`config.mk`:
```
export PLATFORM = sky130hd
export DESIGN_NAME = weighted_thread_range_split_top
export DESIGN_NICKNAME = d
export VERILOG_FILES = /design/src/hw/rtl/wtrs_pkg.sv /design/src/hw/rtl/weighted_thread_range_split_top.sv /design/src/hw/rtl/wtrs_div.sv /design/src/hw/rtl/wtrs_datapath.sv /design/src/hw/rtl/wtrs_ctrl.sv
export SDC_FILE = /design/constraint.sdc
export NUM_CORES = 1
export LEC_CHECK = 0
export BUFFER_PORTS_ARGS = -buffer_cell sky130_fd_sc_hd__buf_2
export CORE_MARGIN = 1.5
export CORE_UTILIZATION = 65
export CTS_CLUSTER_DIAMETER = 30
export DETAILED_ROUTE_END_ITERATION = 6
export PLACE_DENSITY_LB_ADDON = 0.08
export SLEW_MARGIN = 5
export SYNTH_ARGS = -nofsm -noshare
export SYNTH_HDL_FRONTEND = slang
export SYNTH_SLANG_ARGS = --single-unit
export TNS_END_PERCENT = 20
```
`constraint.sdc`:
```
create_clock -name clk_i -period 10.1 [get_ports clk_i]
set_input_delay 0.505 -clock clk_i [delete_from_list [all_inputs] [get_ports clk_i]]
set_output_delay 0.505 -clock clk_i [all_outputs]
set_load 0.01 [all_outputs]
```
`src/hw/rtl/wtrs_pkg.sv`:
```
package wtrs_pkg;

  localparam int unsigned MAX_REQUESTS = 64;
  localparam int unsigned MAX_THREADS  = 256;

  localparam int unsigned N_W   = 7;   // request count
  localparam int unsigned IDX_W = 6;   // request index
  localparam int unsigned T_W   = 9;   // thread count, minimum, demand, end
  localparam int unsigned S_W   = 8;   // range start
  localparam int unsigned TOT_W = 12;  // total weight, cumulative weight
  localparam int unsigned DIV_W = 20;  // divider numerator and quotient
  localparam int unsigned CNT_W = 5;   // divider step counter

  localparam logic [T_W-1:0] THREAD_COUNT_RST = 9'd8;
  localparam logic [T_W-1:0] MIN_THREADS_RST  = 9'd1;

  // configuration register indexes
  localparam logic REG_THREAD_COUNT = 1'b0;
  localparam logic REG_MIN_THREADS  = 1'b1;

  typedef enum logic {
    DIV_DEMAND,
    DIV_START
  } wtrs_div_sel_e;

  typedef enum logic [2:0] {
    ST_IDLE,
    ST_DEM_GO,
    ST_DEM_WAIT,
    ST_STA_GO,
    ST_STA_WAIT,
    ST_EMIT
  } wtrs_state_e;

  typedef struct packed {
    logic          load;
    logic          div_start;
    wtrs_div_sel_e div_sel;
    logic          latch_dem;
    logic          latch_sta;
    logic          emit;
  } wtrs_cmd_t;

  typedef struct packed {
    logic in_zero;
    logic div_done;
    logic out_free;
    logic is_last;
  } wtrs_sts_t;

endpackage

```
`src/hw/rtl/weighted_thread_range_split_top.sv`:
```
// a nonzero count keeps the input stalled until the last result of its list is emitted
// each result needs two 20-step divisions, demand then start, on one shared divider
// reset: asynchronous, active low; thread_count goes to 8, min_threads to 1
// a zero request count is taken and gives no result
module weighted_thread_range_split_top import wtrs_pkg::*; (
  input  logic             clk_i,
  input  logic             rst_ni,
  // configuration writes
  input  logic             cfg_we_i,
  input  logic             cfg_idx_i,
  input  logic [T_W-1:0]   cfg_data_i,
  // input channel
  input  logic             in_valid_i,
  output logic             in_stall_o,
  input  logic [N_W-1:0]   active_requests_i,
  // result channel
  output logic             out_valid_o,
  input  logic             out_stall_i,
  output logic [IDX_W-1:0] request_index_o,
  output logic [S_W-1:0]   range_start_o,
  output logic [T_W-1:0]   range_end_o,
  output logic             last_o
);

  // command and status between the sequencer and the datapath
  wtrs_cmd_t cmd;
  wtrs_sts_t sts;

  // sequencer: per request, demand division, start division, then emit
  wtrs_ctrl u_ctrl (
    .clk_i      (clk_i),
    .rst_ni     (rst_ni),
    .in_valid_i (in_valid_i),
    .in_stall_o (in_stall_o),
    .sts_i      (sts),
    .cmd_o      (cmd)
  );

  // datapath: config registers, weight bookkeeping, divider, output register
  // the output register lets the next division run while a result waits
  wtrs_datapath u_datapath (
    .clk_i             (clk_i),
    .rst_ni            (rst_ni),
    .cfg_we_i          (cfg_we_i),
    .cfg_idx_i         (cfg_idx_i),
    .cfg_data_i        (cfg_data_i),
    .active_requests_i (active_requests_i),
    .out_stall_i       (out_stall_i),
    .cmd_i             (cmd),
    .sts_o             (sts),
    .out_valid_o       (out_valid_o),
    .request_index_o   (request_index_o),
    .range_start_o     (range_start_o),
    .range_end_o       (range_end_o),
    .last_o            (last_o)
  );

endmodule

```
`src/hw/rtl/wtrs_div.sv`:
```
module wtrs_div import wtrs_pkg::*; (
  input  logic             clk_i,
  input  logic             rst_ni,
  input  logic             start_i,
  input  logic [DIV_W-1:0] num_i,
  input  logic [TOT_W-1:0] den_i,
  output logic             done_o,
  output logic [DIV_W-1:0] quo_o
);

  logic             busy_q, busy_d;
  logic             done_q, done_d;
  logic [CNT_W-1:0] cnt_q, cnt_d;
  logic [TOT_W-1:0] rem_q, rem_d;
  logic [DIV_W-1:0] quo_q, quo_d;
  logic [TOT_W-1:0] den_q, den_d;
  logic [TOT_W:0]   trial;
  logic [TOT_W:0]   diff;
  logic             fits;

  // restoring division, one quotient bit per cycle
  assign trial = {rem_q, quo_q[DIV_W-1]};
  assign diff  = trial - {1'b0, den_q};
  assign fits  = trial >= {1'b0, den_q};

  always_comb begin
    busy_d = busy_q;
    done_d = 1'b0;
    cnt_d  = cnt_q;
    rem_d  = rem_q;
    quo_d  = quo_q;
    den_d  = den_q;
    if (start_i) begin
      busy_d = 1'b1;
      cnt_d  = '0;
      rem_d  = '0;
      quo_d  = num_i;
      den_d  = den_i;
    end else if (busy_q) begin
      rem_d = fits ? diff[TOT_W-1:0] : trial[TOT_W-1:0];
      quo_d = {quo_q[DIV_W-2:0], fits};
      cnt_d = cnt_q + CNT_W'(1);
      if (cnt_q == CNT_W'(DIV_W - 1)) begin
        busy_d = 1'b0;
        done_d = 1'b1;
      end
    end
  end

  always_ff @(posedge clk_i or negedge rst_ni) begin
    if (!rst_ni) begin
      busy_q <= 1'b0;
      done_q <= 1'b0;
      cnt_q  <= '0;
    end else begin
      busy_q <= busy_d;
      done_q <= done_d;
      cnt_q  <= cnt_d;
    end
  end

  always_ff @(posedge clk_i) begin
    rem_q <= rem_d;
    quo_q <= quo_d;
    den_q <= den_d;
  end

  assign done_o = done_q;
  assign quo_o  = quo_q;

endmodule

```
`src/hw/rtl/wtrs_datapath.sv`:
```
module wtrs_datapath import wtrs_pkg::*; (
  input  logic             clk_i,
  input  logic             rst_ni,
  input  logic             cfg_we_i,
  input  logic             cfg_idx_i,
  input  logic [T_W-1:0]   cfg_data_i,
  input  logic [N_W-1:0]   active_requests_i,
  input  logic             out_stall_i,
  input  wtrs_cmd_t        cmd_i,
  output wtrs_sts_t        sts_o,
  output logic             out_valid_o,
  output logic [IDX_W-1:0] request_index_o,
  output logic [S_W-1:0]   range_start_o,
  output logic [T_W-1:0]   range_end_o,
  output logic             last_o
);

  logic [T_W-1:0]   thread_count_q, min_threads_q;
  logic [N_W-1:0]   n_q, n_sat;
  logic [T_W-1:0]   t_q, t_sat;
  logic [T_W-1:0]   m_q, m_eff;
  logic [TOT_W-1:0] total_q, cum_q;
  logic [IDX_W-1:0] idx_q;
  logic [T_W-1:0]   dem_q, dem_d;
  logic [S_W-1:0]   sta_q;
  logic [13:0]      tot_prod;
  logic [N_W-1:0]   w;
  logic [15:0]      dem_prod;
  logic [20:0]      sta_prod;
  logic [DIV_W-1:0] dem_num, sta_num, div_num;
  logic             div_done;
  logic [DIV_W-1:0] div_quo;
  logic [T_W:0]     end_full;
  logic [T_W-1:0]   end_val;
  logic [T_W-1:0]   end_less;
  logic [S_W-1:0]   start_val;
  logic             out_valid_q;
  logic [IDX_W-1:0] out_idx_q;
  logic [S_W-1:0]   out_start_q;
  logic [T_W-1:0]   out_end_q;
  logic             out_last_q;

  // configuration registers
  always_ff @(posedge clk_i or negedge rst_ni) begin
    if (!rst_ni) begin
      thread_count_q <= THREAD_COUNT_RST;
      min_threads_q  <= MIN_THREADS_RST;
    end else if (cfg_we_i) begin
      unique case (cfg_idx_i)
        REG_THREAD_COUNT: thread_count_q <= cfg_data_i;
        REG_MIN_THREADS:  min_threads_q  <= cfg_data_i;
        default: ;
      endcase
    end
  end

  // item setup
  assign n_sat    = (active_requests_i > N_W'(MAX_REQUESTS)) ? N_W'(MAX_REQUESTS)
                                                             : active_requests_i;
  assign t_sat    = (thread_count_q > T_W'(MAX_THREADS)) ? T_W'(MAX_THREADS)
                                                         : thread_count_q;
  assign m_eff    = (min_threads_q == '0) ? T_W'(1) : min_threads_q;
  assign tot_prod = {7'd0, n_sat} * ({7'd0, n_sat} + 14'd1);

  // numerators: ceil for the demand, floor for the start
  assign w        = n_q - {1'b0, idx_q};
  assign dem_prod = {7'd0, t_q} * {9'd0, w};
  assign sta_prod = {12'd0, t_q} * {9'd0, cum_q};
  assign dem_num  = {4'd0, dem_prod} + {8'd0, total_q} - 20'd1;
  assign sta_num  = sta_prod[DIV_W-1:0];
  assign div_num  = (cmd_i.div_sel == DIV_START) ? sta_num : dem_num;

  wtrs_div u_div (
    .clk_i   (clk_i),
    .rst_ni  (rst_ni),
    .start_i (cmd_i.div_start),
    .num_i   (div_num),
    .den_i   (total_q),
    .done_o  (div_done),
    .quo_o   (div_quo)
  );

  assign dem_d = (div_quo[T_W-1:0] < m_q) ? m_q : div_quo[T_W-1:0];

  always_ff @(posedge clk_i) begin
    if (cmd_i.load) begin
      n_q     <= n_sat;
      t_q     <= t_sat;
      m_q     <= m_eff;
      total_q <= tot_prod[TOT_W:1];
      idx_q   <= '0;
      cum_q   <= '0;
    end else if (cmd_i.emit) begin
      idx_q <= idx_q + IDX_W'(1);
      cum_q <= cum_q + {5'd0, w};
    end
    if (cmd_i.latch_dem) dem_q <= dem_d;
    if (cmd_i.latch_sta) sta_q <= div_quo[S_W-1:0];
  end

  // clip the range at the thread count and pull the start down
  assign end_full = {2'd0, sta_q} + {1'b0, dem_q};
  assign end_val  = (end_full > {1'b0, t_q}) ? t_q : end_full[T_W-1:0];
  assign end_less = end_val - dem_q;
  always_comb begin
    if (end_val >= dem_q) begin
      start_val = ({1'b0, sta_q} > end_less) ? end_less[S_W-1:0] : sta_q;
    end else begin
      start_val = '0;
    end
  end

  // output register
  always_ff @(posedge clk_i or negedge rst_ni) begin
    if (!rst_ni) begin
      out_valid_q <= 1'b0;
    end else if (cmd_i.emit) begin
      out_valid_q <= 1'b1;
    end else if (!out_stall_i) begin
      out_valid_q <= 1'b0;
    end
  end

  always_ff @(posedge clk_i) begin
    if (cmd_i.emit) begin
      out_idx_q   <= idx_q;
      out_start_q <= start_val;
      out_end_q   <= end_val;
      out_last_q  <= sts_o.is_last;
    end
  end

  assign sts_o.in_zero  = (active_requests_i == '0);
  assign sts_o.div_done = div_done;
  assign sts_o.out_free = !out_valid_q || !out_stall_i;
  assign sts_o.is_last  = ({1'b0, idx_q} == (n_q - N_W'(1)));

  assign out_valid_o     = out_valid_q;
  assign request_index_o = out_idx_q;
  assign range_start_o   = out_start_q;
  assign range_end_o     = out_end_q;
  assign last_o          = out_last_q;

endmodule

```
`src/hw/rtl/wtrs_ctrl.sv`:
```
module wtrs_ctrl import wtrs_pkg::*; (
  input  logic      clk_i,
  input  logic      rst_ni,
  input  logic      in_valid_i,
  output logic      in_stall_o,
  input  wtrs_sts_t sts_i,
  output wtrs_cmd_t cmd_o
);

  wtrs_state_e state_q, state_d;

  always_ff @(posedge clk_i or negedge rst_ni) begin
    if (!rst_ni) begin
      state_q <= ST_IDLE;
    end else begin
      state_q <= state_d;
    end
  end

  always_comb begin
    state_d   = state_q;
    cmd_o     = '0;
    in_stall_o = (state_q != ST_IDLE);
    unique case (state_q)
      ST_IDLE: begin
        // a count of zero is taken and gives no result
        if (in_valid_i && !sts_i.in_zero) begin
          cmd_o.load = 1'b1;
          state_d    = ST_DEM_GO;
        end
      end
      ST_DEM_GO: begin
        cmd_o.div_start = 1'b1;
        cmd_o.div_sel   = DIV_DEMAND;
        state_d         = ST_DEM_WAIT;
      end
      ST_DEM_WAIT: begin
        if (sts_i.div_done) begin
          cmd_o.latch_dem = 1'b1;
          state_d         = ST_STA_GO;
        end
      end
      ST_STA_GO: begin
        cmd_o.div_start = 1'b1;
        cmd_o.div_sel   = DIV_START;
        state_d         = ST_STA_WAIT;
      end
      ST_STA_WAIT: begin
        if (sts_i.div_done) begin
          cmd_o.latch_sta = 1'b1;
          state_d         = ST_EMIT;
        end
      end
      ST_EMIT: begin
        if (sts_i.out_free) begin
          cmd_o.emit = 1'b1;
          state_d    = sts_i.is_last ? ST_IDLE : ST_DEM_GO;
        end
      end
      default: state_d = ST_IDLE;
    endcase
  end

endmodule

```
Yosys cells after proc, flatten, opt, wreduce, memory -nomap -nowiden
Cells that the tools add are included.

Output and inout port bits: 26. Register bits: 169.

Bitwise operators: 1. Eq/ne operators: 12. Multiply operators: 3. Muxes and demuxes: 32. Order comparisons: 7. Reduce and logical (&&, ||, !) cells: 13. Add/sub/neg operators: 11.

Operators by type and width (number): $mux 20 (3); $mul 9x12->20 (1); $sub 20x1->20 const B (1); $mux 9 (2); $pmux 3 s6 (1); $add 16x12->17 (1); $mul 9x7->16 (1); $mux 1 (16); $mul 7x14->13 (1); $ge 13x12->1 (1); $add 12x7->12 (1); $mux 12 (1); $mux 3 (4); $sub 12x12->12 (1); $add 8x9->10 (1); $gt 10x9->1 (1); $mux 5 (2); $ge 9x9->1 (1); $gt 8x9->1 (1); $gt 9x9->1 const B (1); $logic_not 9->1 (1); $lt 9x9->1 (1); $sub 9x9->9 (1); $add 7x1->8 const B (1); 25 further kinds (33).

Longest topological paths before layout
Depth after elaboration: 6. Depth in mapped cells: 33.

By module
A second synthesis with hierarchy kept.

Cell total of the unflattened synthesis: 1679. Area total of the unflattened synthesis: 16711.0 um^2.

Modules (own cells, without submodules): wtrs_datapath (area each 13764.5 um^2, instances 1, cells each 1426); wtrs_div (area each 2741.4 um^2, instances 1, cells each 233); wtrs_ctrl (area each 205.2 um^2, instances 1, cells each 20).

Least setup slack after synthesis
No wires, ideal clock.

Path type: reg2reg. Start: register u_datapath.n_q[0]. End: register u_datapath.u_div.quo_q[13], in the netlist u_datapath.u_div.quo_o[13], data pin. Slack: 3.088 ns. Path buffers: 0. Data required time: 9.838 ns. Period minus slack after synthesis: 7.012 ns. Setup time: 0.262 ns. Data arrival time: 6.750 ns. Stages on the path, launching flop included: 29. Path through: edfxtp_1 inv_1 ha_1 inv_1 fa_1 a21o_1 a21oi_1 o21bai_1 a21oi_1 xnor2_1 inv_1 nand2_1 fa_1 fa_1 inv_1 fa_1 inv_1 fa_1 inv_1 ha_1 a21o_1 a221oi_2 o211a_1 nor2_1 or4b_4 or2_4 o311ai_2 mux2i_1 nand3_1.

Cells in the longest elaborated chain, start to end: 6.

RTL lines: start: declaration (RTL line wtrs_datapath.sv:19) `logic [N_W-1:0] n_q, n_sat;`; start signal: assignment (RTL line wtrs_datapath.sv:87) `n_q <= n_sat;`; $sub 7x6->7 (RTL line wtrs_datapath.sv:66) `assign w = n_q - {1'b0, idx_q};`; $mul 9x7->16 (RTL line wtrs_datapath.sv:67) `assign dem_prod = {7'd0, t_q} * {9'd0, w};`; $add 16x12->17 (RTL line wtrs_datapath.sv:69) `assign dem_num = {4'd0, dem_prod} + {8'd0, total_q} - 20'd1;`; $sub 20x1->20 (RTL line wtrs_datapath.sv:69); $mux 20 (RTL line wtrs_datapath.sv:71) `assign div_num = (cmd_i.div_sel == DIV_START) ? sta_num : dem_num;`; $mux 20 (RTL line wtrs_div.sv:33) `if (start_i) begin`; named net u_datapath.u_div.quo_d[13] (RTL line wtrs_div.sv:15) `logic [DIV_W-1:0] quo_q, quo_d;`; end signal: assignment (RTL line wtrs_div.sv:64) `quo_q <= quo_d;`; end: declaration (RTL line wtrs_div.sv:15).

The timed path passes the listed nets, and every way through them passes these cells. A chain may end at the register's enable or synchronous reset.

Worst setup path after layout
Ends and elaborated chain as after synthesis.

==> results.py <==
metrics = {
    "cts": {
        "clk_pin_slew_worst_paths_ps": 90,
        "cts_tree": "done",
        "cts.path.max_buffers": 2,
        "postCtsHoldBufs": 0,
        "post_cts.resized_instances": 0,
        "cts_sinks": 169,
        "cts_buffers": 17,
        "insertion_delay_ps": 460,
        "htreeDepth": 4,
        "cts_setup_buffers": 0,
        "root_buffer": "clkbuf_16",
    },
    "synthesis": {
        "netlist_instances": 1752,
        "ys_ff_latch": 169,
        "synth_edf_count": 110,
        "yosysSeqAreaShare_pct": 27.7,
        "synthArstFlopShare_pct": 17.2,
        "synth.avg_cell_area_um2": 9.54,
        "synth_largest_area_cell": "edfxtp_1",
        "synth.area.top_cells": "edfxtp_1 (20%), fa_1 (18%), ha_1 (14%), inv_1 (6.2%), xnor2_1 (4.1%)",
        "synth_area_mm2": 0.0167,
        "ys.flop_type": "edfxtp_1",
        "yosysWarnings": 0,
        "synth.distinct_cells": 67,
        "yosysTopAreaCellShare_pct": 19.8,
    },
    "grt": {
        "antenna_found_initial": 0,
        "grt_max_degree": 55,
        "grt_pass1_wl_mm": 61.6,
        "top_usage_layer": "met2",
        "first_global_vias": 12300,
        "grt_use_met3_pct": 4.65,
        "grt_overflow": 0,
        "grt_util_met2_pct": 51.8,
        "globalRouteTotalUtil_pct": 29.8,
        "gr-usage-met1_pct": 38.2,
    },
    "route": {
        "wirelength_mm": 37.5,
        "viasPerCell": 5.81,
        "drtIter0Drc": 799,
        "wl_per_cell_um": 17.8,
        "drt_first_pass_iters": 5,
        "ant_nets": 0,
        "drc": 0,
        "vias": 12300,
    },
    "layout": {
        "synthToLayoutAreaGrowth_pct": 6.82,
        "antenna_cells": 0,
        "drive_above_1_share_pct": 7.93,
        "fin_util_pct": 70.9,
        "layout_commonest_cell": "inv_1",
        "final_net_count": 2120,
        "final_cell_mix": "inv_1 (275), ha_1 (183), nand2_1 (171)",
    },
    "timing": {
        "skew_ps": 16.8,
        "slew_viol_final": 0,
        "worstMarginPinSlew_ps": 1110,
        "max_freq_mhz": 131,
        "rsz0062_at_grt": "no",
        "hold_viol": 0,
        "final.min_clock_period_ps": 7660,
        "tns_ps": 0,
        "max_slew_margin_pct": 25.3,
        "period_share_pct": 75.8,
        "setup_viol": 0,
    },
    "die": {
        "rows": 58,
        "die_height_um": 163,
        "core_area_mm2": 0.0252,
        "io_pins": 48,
        "floorplan.die_area_mm2": 0.0267,
        "die_w_um": 163,
        "initial_core_util_pct": 66.3,
    },
    "flow_run": {
        "maxCapViolCount": 0,
    },
    "critical_path": {
        "path_buf_inv": 6,
        "critical_path_arrival_ps": 7860,
        "worstSetupStartpointType": "flip-flop",
        "crit_cells": 28,
        "slowest_stage": "fa_1",
        "cp-end-kind": "flip-flop",
        "crit_required_ps": 10300,
        "r2r_cells": 28,
        "max_stage_delay_ps": 560,
        "worstPathMaxFanout": 8,
        "cp_common_cell": "inv_1",
        "criticalPathCategory": "flip-flop to flip-flop",
        "crit_family": "adder cells",
    },
    "placed_design": {
        "globalplace.congestion": 0.911,
        "port_buffers": 47,
        "hpwlAfterDp_mm": 28.5,
    },
    "min_path": {
        "hp-class": "input pin to asynchronous set/reset pin",
    },
    "status": {
        "status": "finished clean",
    },
}
## cells in the mapped netlist, drive strengths merged, types with 32 or more instances
| cell | n |
|---|---|
| a21o | 34 |
| a21oi | 79 |
| and2 | 62 |
| clkbuf | 66 |
| edfxtp | 110 |
| fa | 149 |
| ha | 183 |
| inv | 275 |
| mux2 | 36 |
| nand2 | 171 |
| nand2b | 37 |
| nor2 | 102 |
| nor2b | 32 |
| o21ai | 54 |
| xnor2 | 78 |
## worst paths after layout
kind,from,endpoint,slack (ps)
setup reg to reg,u_datapath.n_q[0]$_DFFE_PP_,u_datapath.u_div.quo_o[13]$_DFFE_PP_,2440
setup / recovery,u_datapath.n_q[0]$_DFFE_PP_,u_datapath.u_div.quo_o[13]$_DFFE_PP_,2440
hold / removal,rst_ni,u_datapath.min_threads_q[2]$_DFFE_PN0P_,70
hold reg to reg,u_datapath.total_q[9]$_DFFE_PP_,u_datapath.u_div.den_q[9]$_DFFE_PN_,470
max in group asynchronous,rst_ni,u_ctrl.state_q[1]$_DFFE_PN0P_,9610
min in group clk_i,cfg_data_i[8],u_datapath.min_threads_q[8]$_DFFE_PN0P_,290
## layout make-up
| class | count | area [um2] |
|---|---|---|
| Clock inverter | 15 | 206 |
| Tap cell | 330 | 413 |
| Timing Repair Buffer | 60 | 333 |
| Sequential cell | 169 | 4630 |
| Multi-Input combinational cell | 1243 | 10800 |
| Fill cell | 1903 | 7340 |
| Inverter | 275 | 1030 |
| Clock buffer | 17 | 425 |
## through the flow
stage               instance area, um2  hold WS (ps)  cells  worst slack [ps]
floorplan                        16700           209   1755              3090
global placement                 17200           457   2077              2800
detailed placement               17200           451   2077              2530
CTS                              17800          90.1   2109              2480
global route                     17800           142   2109              1970
finish                           17800          65.6   2109              2440
## kinds of logic after synthesis
group / Yosys count / synth area share (%)
and+or+nand+nor: 489 / 14.1
AOI/OAI and AO/OA: 264 / 10.2
xor gates and xnor gates: 104 / 5.45
DFF: 169 / 27.7
buffers and inverters: 343 / 7.71
adders and majority gates: 332 / 31.6
muxes: 49 / 3.21
other: 2 / 0.0450
## state kept, by name (all words and copies together) (netlist names), 12 cells and up
name                    cells
u_datapath.u_div.quo_o     20
u_datapath.u_div.den_q     12
u_datapath.total_q         12
u_datapath.u_div.rem_q     12
u_datapath.cum_q           12
## layer usage
metal	part of all wire, %	vias to the layer above
li1	-	5805
met1	43	6065
met2	49	323
met3	4.8	67
met4	2.6	0
met5	0	-
Power is left out: the tool's default activity adds up to more than one toggle a clock period on the data nets, which glitch-free logic cannot reach.
